### src/sv/per_track_scalar_kalman_defines.svh
// Assertion macros for the scalar Kalman range tracker.
`ifndef PER_TRACK_SCALAR_KALMAN_DEFINES_SVH
`define PER_TRACK_SCALAR_KALMAN_DEFINES_SVH
`ifndef SYNTHESIS
`define PTK_ASSERT(label, clk, rst_n, prop, msg) \
	label: assert property (@(posedge clk) disable iff (!rst_n) prop) else $error(msg);
`define PTK_ASSERT_ALWAYS(label, clk, prop, msg) \
	label: assert property (@(posedge clk) prop) else $error(msg);
`else
`define PTK_ASSERT(label, clk, rst_n, prop, msg)
`define PTK_ASSERT_ALWAYS(label, clk, prop, msg)
`endif
`endif

### src/sv/ptk_pkg.sv
// Package: types, constants and register codes of the scalar Kalman tracker.
`default_nettype none
package ptk_pkg;
	localparam int TRACK_COUNT_DEF = 64;
	localparam int GAIN_FRAC_DEF   = 16;

	localparam logic [2:0] REG_TIME_STEP = 3'd0;
	localparam logic [2:0] REG_INIT_PV   = 3'd1;
	localparam logic [2:0] REG_INIT_VV   = 3'd2;
	localparam logic [2:0] REG_QP        = 3'd3;
	localparam logic [2:0] REG_QV        = 3'd4;
	localparam logic [2:0] REG_R         = 3'd5;

	localparam logic [15:0] DT_RST = 16'd6554;
	localparam logic [31:0] IPV_RST = 32'd6553600;
	localparam logic [31:0] IVV_RST = 32'd1638400;
	localparam logic [31:0] QP_RST = 32'd65536;
	localparam logic [31:0] QV_RST = 32'd32768;
	localparam logic [31:0] R_RST = 32'd14745600;

	typedef enum logic [3:0] {
		ST_IDLE,
		ST_READ,
		ST_LOAD,
		ST_STEP,
		ST_PRED,
		ST_DIV_START,
		ST_DIV_WAIT,
		ST_CORR,
		ST_VAR,
		ST_NEXT,
		ST_WRITE
	} state_t;

	typedef struct packed {
		logic start;
		logic busy;
		logic done;
	} div_ctl_t;

	function automatic logic signed [31:0] sat32(input logic signed [65:0] x);
		logic signed [65:0] hi;
		logic signed [65:0] lo;
		hi = 66'sd2147483647;
		lo = -66'sd2147483648;
		if (x > hi) sat32 = 32'sh7fffffff;
		else if (x < lo) sat32 = 32'sh80000000;
		else sat32 = x[31:0];
	endfunction
endpackage
`default_nettype wire

### src/sv/ptk_div.sv
// Restoring divider: one quotient bit per cycle.
`default_nettype none
module ptk_div import ptk_pkg::*; #(
	parameter int NUM_W = 50,
	parameter int DEN_W = 33
) (
	input  wire logic             clk,
	input  wire logic             arst_n,
	input  wire logic             start,
	input  wire logic [NUM_W-1:0] num,
	input  wire logic [DEN_W-1:0] den,
	output div_ctl_t              ctl,
	output logic [NUM_W-1:0]      quot
);
	localparam int CW = $clog2(NUM_W + 1);
	logic [CW-1:0] cnt_q;
	logic busy_q, done_q;
	logic [NUM_W-1:0] q_q;
	logic [DEN_W-1:0] rem_q;
	logic [DEN_W-1:0] den_q;
	logic [DEN_W:0] trial;

	assign trial = {rem_q, q_q[NUM_W-1]};

	always_ff @(posedge clk or negedge arst_n) begin
		if (!arst_n) begin
			busy_q <= 1'b0;
			done_q <= 1'b0;
			cnt_q <= '0;
		end else begin
			done_q <= 1'b0;
			if (start) begin
				busy_q <= 1'b1;
				cnt_q <= CW'(NUM_W);
			end else if (busy_q) begin
				cnt_q <= cnt_q - 1'b1;
				if (cnt_q == CW'(1)) begin
					busy_q <= 1'b0;
					done_q <= 1'b1;
				end
			end
		end
	end

	always_ff @(posedge clk) begin
		if (start) begin
			q_q <= num;
			rem_q <= '0;
			den_q <= den;
		end else if (busy_q) begin
			if (trial >= {1'b0, den_q}) begin
				rem_q <= DEN_W'(trial - {1'b0, den_q});
				q_q <= {q_q[NUM_W-2:0], 1'b1};
			end else begin
				rem_q <= trial[DEN_W-1:0];
				q_q <= {q_q[NUM_W-2:0], 1'b0};
			end
		end
	end

	assign ctl.start = start;
	assign ctl.busy = busy_q;
	assign ctl.done = done_q;
	assign quot = q_q;
endmodule
`default_nettype wire

### config.mk
export PLATFORM = sky130hd
export DESIGN_NAME = ptk_div
export DESIGN_NICKNAME = d
export VERILOG_FILES = /design/src/sv/per_track_scalar_kalman_defines.svh /design/src/sv/ptk_pkg.sv /design/src/sv/ptk_div.sv
export SDC_FILE = /design/constraint.sdc
export NUM_CORES = 1
export LEC_CHECK = 0
export BUFFER_PORTS_ARGS = -buffer_cell sky130_fd_sc_hd__buf_2
export CAP_MARGIN = 25
export CORE_ASPECT_RATIO = 1.4
export CORE_UTILIZATION = 50
export DETAILED_ROUTE_END_ITERATION = 7
export GPL_ROUTABILITY_DRIVEN = 1
export PLACE_DENSITY = 0.83
export SLEW_MARGIN = 0
export SYNTH_ARGS = -nofsm -noshare
export SYNTH_HDL_FRONTEND = slang
export SYNTH_SLANG_ARGS = --single-unit
### constraint.sdc
create_clock -name clk -period 2.7 [get_ports clk]
set_input_delay 0.27 -clock clk [delete_from_list [all_inputs] [get_ports clk]]
set_output_delay 0.27 -clock clk [all_outputs]
set_load 0.005 [all_outputs]
# --- Word-level counts from Yosys, hierarchy flattened ---
# Index checks and enable logic that the tools add are counted.
totals:
  regBits: 124
  output_inout_bits: 53
classes:
  add_sub_neg: 2
  order_cmp: 1
  n_eq_ne: 1
  muxes: 12
  n_reduce_logical: 1
op_table:
  columns: ["cell", "count"]
  rows:
  - ["$mux 50", 2]
  - ["$ge 34x33->1", 1]
  - ["$mux 33", 1]
  - ["$sub 33x33->33", 1]
  - ["$mux 6", 2]
  - ["$mux 1", 7]
  - ["$eq 6x1->1 const B", 1]
  - ["$sub 6x1->6 const B", 1]
  - ["$reduce_bool 2->1", 1]

# --- Depth between registers and ports, before layout ---
logic_depth:
  depth_word: 4
  mapped_depth: 14
  ltp_nobuf: 12

# --- Least setup slack after synthesis ---
# No wires, ideal clock.
synth_path:
  path_type: "reg2reg"
  from: "reg q_q[49], in the netlist quot[49]"
  to: "reg q_q[0], in the netlist quot[0], data pin"
  setup_time_ns: 0.260
  arrival_ns: 2.793
  t_required_ns: 2.440
  setup_slack_ns: -0.353
  stages_incl_launch_ff: 13
  period_less_slack_ns: 3.053
  path_cell_list: "edfxtp_1 -> inv_1 -> ha_1 -> inv_1 -> fa_1 -> a21o_1 -> a221o_1 -> and2_4 -> o31ai_4 -> a21o_1 -> nand2_2 -> buf_2 -> mux2_2"
synth_between:
  elab_chain_len: 4
synth_rtl:
  columns: ["element", "line", "rtl"]
  rows:
  - ["start, declared", "ptk_div.sv:18", "logic [NUM_W-1:0] q_q;"]
  - ["start signal, assigned", "ptk_div.sv:47", "q_q <= num;"]
  - ["start signal, assigned", "ptk_div.sv:53", "q_q <= {q_q[NUM_W-2:0], 1'b1};"]
  - ["start signal, assigned", "ptk_div.sv:56", "q_q <= {q_q[NUM_W-2:0], 1'b0};"]
  - ["$ge 34x33->1", "ptk_div.sv:51", "if (trial >= {1'b0, den_q}) begin"]
  - ["$mux 1", "ptk_div.sv:51", null]
  - ["$mux 50", "ptk_div.sv:50", "end else if (busy_q) begin"]
  - ["$mux 50", "ptk_div.sv:46", "if (start) begin"]
# No other way between the ends. The select of a mux whose other input is x is not followed.
# A chain may end at the register's enable or synchronous reset.

# --- Worst setup path after layout ---
layout_path:
  from: "reg q_q[49], in the netlist quot[49]"
  to: "reg rem_q[9]"
layout_between:
  elab_chain_len: 2
layout_rtl:
  columns: ["element", "line", "rtl"]
  rows:
  - ["$sub 33x33->33 or $ge 34x33->1 (tied branches)", "ptk_div.sv:52, ptk_div.sv:51", null]
  - ["$mux 33 (*)", "ptk_div.sv:51", null]
  - ["end signal, assigned", "ptk_div.sv:52", "rem_q <= DEN_W'(trial - {1'b0, den_q});"]
  - ["end signal, assigned", "ptk_div.sv:55", "rem_q <= trial[DEN_W-1:0];"]
  - ["end, declared", "ptk_div.sv:19", "logic [DEN_W-1:0] rem_q;"]
# Every way passes the cells marked *; elsewhere a longest branch is shown, timed or not.

==> impl_results.md <==
- Status: finished, violations left
- Failing checks: setup timing
- Commonest non-fill, non-tap cell in the layout: buf_2
- Vias in the first global route: 6182
- Syn_nets: roughly 790
- RSZ-0062 raised after global routing: yes
- Port bufs: around 140
- Via count of the routed design: 6213
- Num Clock Sinks: 124
- Core ar.: 0.01358 mm^2
- Worst hold stages: 1
- Clock Latency Late Sink: 0.42 ns
- Hold Startpoint: den[18]
- Layout cells sized above 1: 0.4004
- Initial DRC Count: 397
- Maximum VDD drop: between 0.6 and 0.7 mV
- Antenna Cells: 0
- Arrival @ worst endpoint: about 3.4 ns
- Final setup fails: 34
- Fin nets: between 900 and 1000
- Die H: 142.4 um
- Clock buffer depth: 2
- Global routing usage on met2: 0.4493
- Part of the power in combinational logic: 0.468
- Fin cells: 1071
- Initial core utilization: 0.5185
- Critical path required time: approximately 3.0 ns
- Vias per cell: 5.801
- Min Tclk post-route: around 3.1 ns
- Synthesized area: approximately 0.0070 mm^2
- Die X: 102.3 um
- Ys Warns: 0
- Routability cong.: 0.9040
- Aggregate global routing overflow: 0
- Routed len/inst: 17.39 um
- Synth Flop Type: edfxtp_1
- Average size of a mapped cell: 10.49 um^2
- Synth cell types: 61
- Layout area overhead: 32.37%
- R2r worst-path depth: 15
- Global Route met1 Usage: 0.2694
- Crit share post-route: 1.139
- Synth Instances: approximately 670
- DIE AREA: about 0.015 mm^2
- Crit path from: quot[49]
- Cell Area, Placed: ~0.0083 mm^2
- Largest net degree at the start of global routing: 118
- Final Hold Viols: 0
- DRC: 0
- Async SR Flop Fraction: 0.06452
- CTS tree: yes
- Worst Hold End: den_q[18]
- CP max FO: 6
- Final antenna-violating net count: 0
- Seq cells post-synth: ~120
- H-tree depth: 4
- Worst-margin pin slew: 0.7404 ns
- Cell-internal power: 6.058 mW
- Number of CTS-inserted buffers: 17
- Max Cap Viol: 0
- Fin worst setup slack: -0.3762 ns
- Critical path class: register to register
- CP endpoint kind: register
- Iteration count of the initial detailed-routing pass: 5
- Tot GR Track Use: 0.2519
- Number of enable flip-flop cells after synthesis: 83
- Crit path launch type: register
- Peak Freq: 0.3251 GHz
- Leak: between 4 and 5 nW
- Clock Pin Slew Worst Setup and Hold Paths: 0.07 ns
- Clock root buffer: clkbuf_16
- Worst r2r dst: rem_q[9]
- Reg-to-Reg Start: quot[49]
- FP Rows: 50
- Hold WC Path Type: primary input to register
- Final WL: 18.63 mm
- First-pass GRT wire length: 28.17 mm
- Placed cells: slightly above 1000
- Psw: 3.530 mW
- Fin Clk Skew: 0.009113 ns
- Initial antenna violation count: 0
- Finished Cell Area: 0.009318 mm^2
- I/O pins: 139
- Slew HR: 0.5064
- Top Usage Layer GRT: met2
- Commonest non-fill, non-tap cells in the layout: buf_2 (137), edfxtp_1 (83), buf_4 (74), nand2_1 (58), mux2_2 (50)
- Reg-to-reg setup timing slack: -0.38 ns
- Final max-slew violation count: 0
- Final HPWL DP: ~12 mm
- Sequential share of the synthesized area: 0.4764
- Sw frac: 0.3682
- Clock power frac: 0.255
- Power per cell area: 1029 mW/mm^2
- Grt met3 use: 0.06778
- Seq pwr share: 0.277
metrics by stage:
stage / setup WS [ns] / utilization / TNS, ns / hold WS (ns) / total power, mW
after floorplan: -0.1645 / - / -1.551 / -0.02559 / 5.084
after global placement: -0.1389 / 0.6104 / -2.888 / 0.1183 / 6.204
after detailed placement: -0.2189 / 0.6104 / -5.562 / 0.1206 / 6.283
after CTS: -0.2037 / 0.6717 / -5.762 / 0.01268 / 9.226
after global routing: -0.4493 / 0.6864 / -13.06 / 0.01490 / 10.01
final: -0.3762 / 0.6864 / -10.54 / 0.01912 / 9.588
what timing repair did:
action,4_1_cts,5_1_grt
gates resized for setup,24,36
endpoints found under the hold margin,8,0
endpoints found under the setup margin,34,34
pin swaps,23,25
cloned,2,0
hold buffers,1,0
buffers inserted,8,11
Yosys cell counts, drive strengths merged (3+ instances only):
cell    instances  area, um^2
edfxtp         83        2492
nand2          75       284.0
inv            51       191.4
mux2           50       563.0
nor2           47       183.9
a21oi          39       198.9
ha             35       437.9
dfxtp          33       660.6
a311oi         26       290.3
o21ai          23       115.1
clkbuf         21       78.83
xnor2          18       157.7
a21o           17       127.6
nand3          16       80.08
buf            14       98.84
nor3            9       45.04
dfrtp           8       200.2
and3            7       43.79
mux2i           7       70.07
nand4           7       43.79
or3             7       43.79
a211oi          5       37.54
and2            5       33.78
o21a            5       37.54
xor2            5       43.79
a31oi           4       25.02
nor2b           4       25.02
nor4            4       25.02
o211ai          4       30.03
o21bai          4       30.03
o31ai           4       43.79
a21boi          3       22.52
a221o           3       30.03
or2             3       18.77
worst max path at each step:
stage | end | depth (start not counted)
6_report | rem_q[9] | 15
5_1_grt | rem_q[15] | 15
2_1_floorplan | quot[0] | 12
3_5_place_dp | rem_q[2] | 13
3_3_place_gp | rem_q[2] | 13
4_1_cts | rem_q[1] | 15
flip-flops by register name, summed over array words and instances, names as in the netlist:
register  flops
quot         50
busy_q        1
rem_q        33
cnt_q         6
done_q        1
den_q        33
power by group through the flow:
stage	registers (mW)	clock network, mW	logic (mW)
after floorplan	2.62	0	2.47
after global placement	2.65	0	3.56
after detailed placement	2.66	0	3.63
after CTS	2.64	2.46	4.13
after global routing	2.69	2.53	4.79
final	2.65	2.45	4.49
kinds of logic (layout without fill, tap and decap cells):
kind of cell / after synthesis / in the layout / share of synthesized area
buffers and inverters: 86 / 304 / 0.05243
DFF: 124 / 124 / 0.4764
muxes: 57 / 57 / 0.08994
xor gates and xnor gates: 23 / 23 / 0.02862
and+or+nand+nor: 192 / 192 / 0.1266
adders and majority gates: 36 / 36 / 0.06506
AOI/OAI and AO/OA: 153 / 153 / 0.1610
worst max-delay path, stage by stage (launching register included):
cell and delay [ns]:
edfxtp_1 0.38, inv_1 0.08, ha_2 0.18, inv_2 0.04
fa_2 0.36, a21o_1 0.19, a221o_1 0.36, and2_4 0.17
o31ai_4 0.21, buf_6 0.17, a21oi_4 0.08, nor2_4 0.17
buf_12 0.13, buf_12 0.12, nand2_1 0.06, a311oi_1 0.28
layer usage:
metal	vias up	share of wire
met5	-	0
li1	2877	-
met4	0	0.040
met3	74	0.069
met2	311	0.51
met1	2951	0.38
final cells by class:
cell class	instances	area (um^2)
Inverter	51	191.4
Multi-Input combinational cell	461	3506
Tap cell	182	227.7
Sequential cell	124	3354
Timing Repair Buffer	221	1413
Fill cell	974	4258
Clock buffer	17	425.4
Clock inverter	15	200.2
No activity file was read; power rests on OpenSTA's default activity.
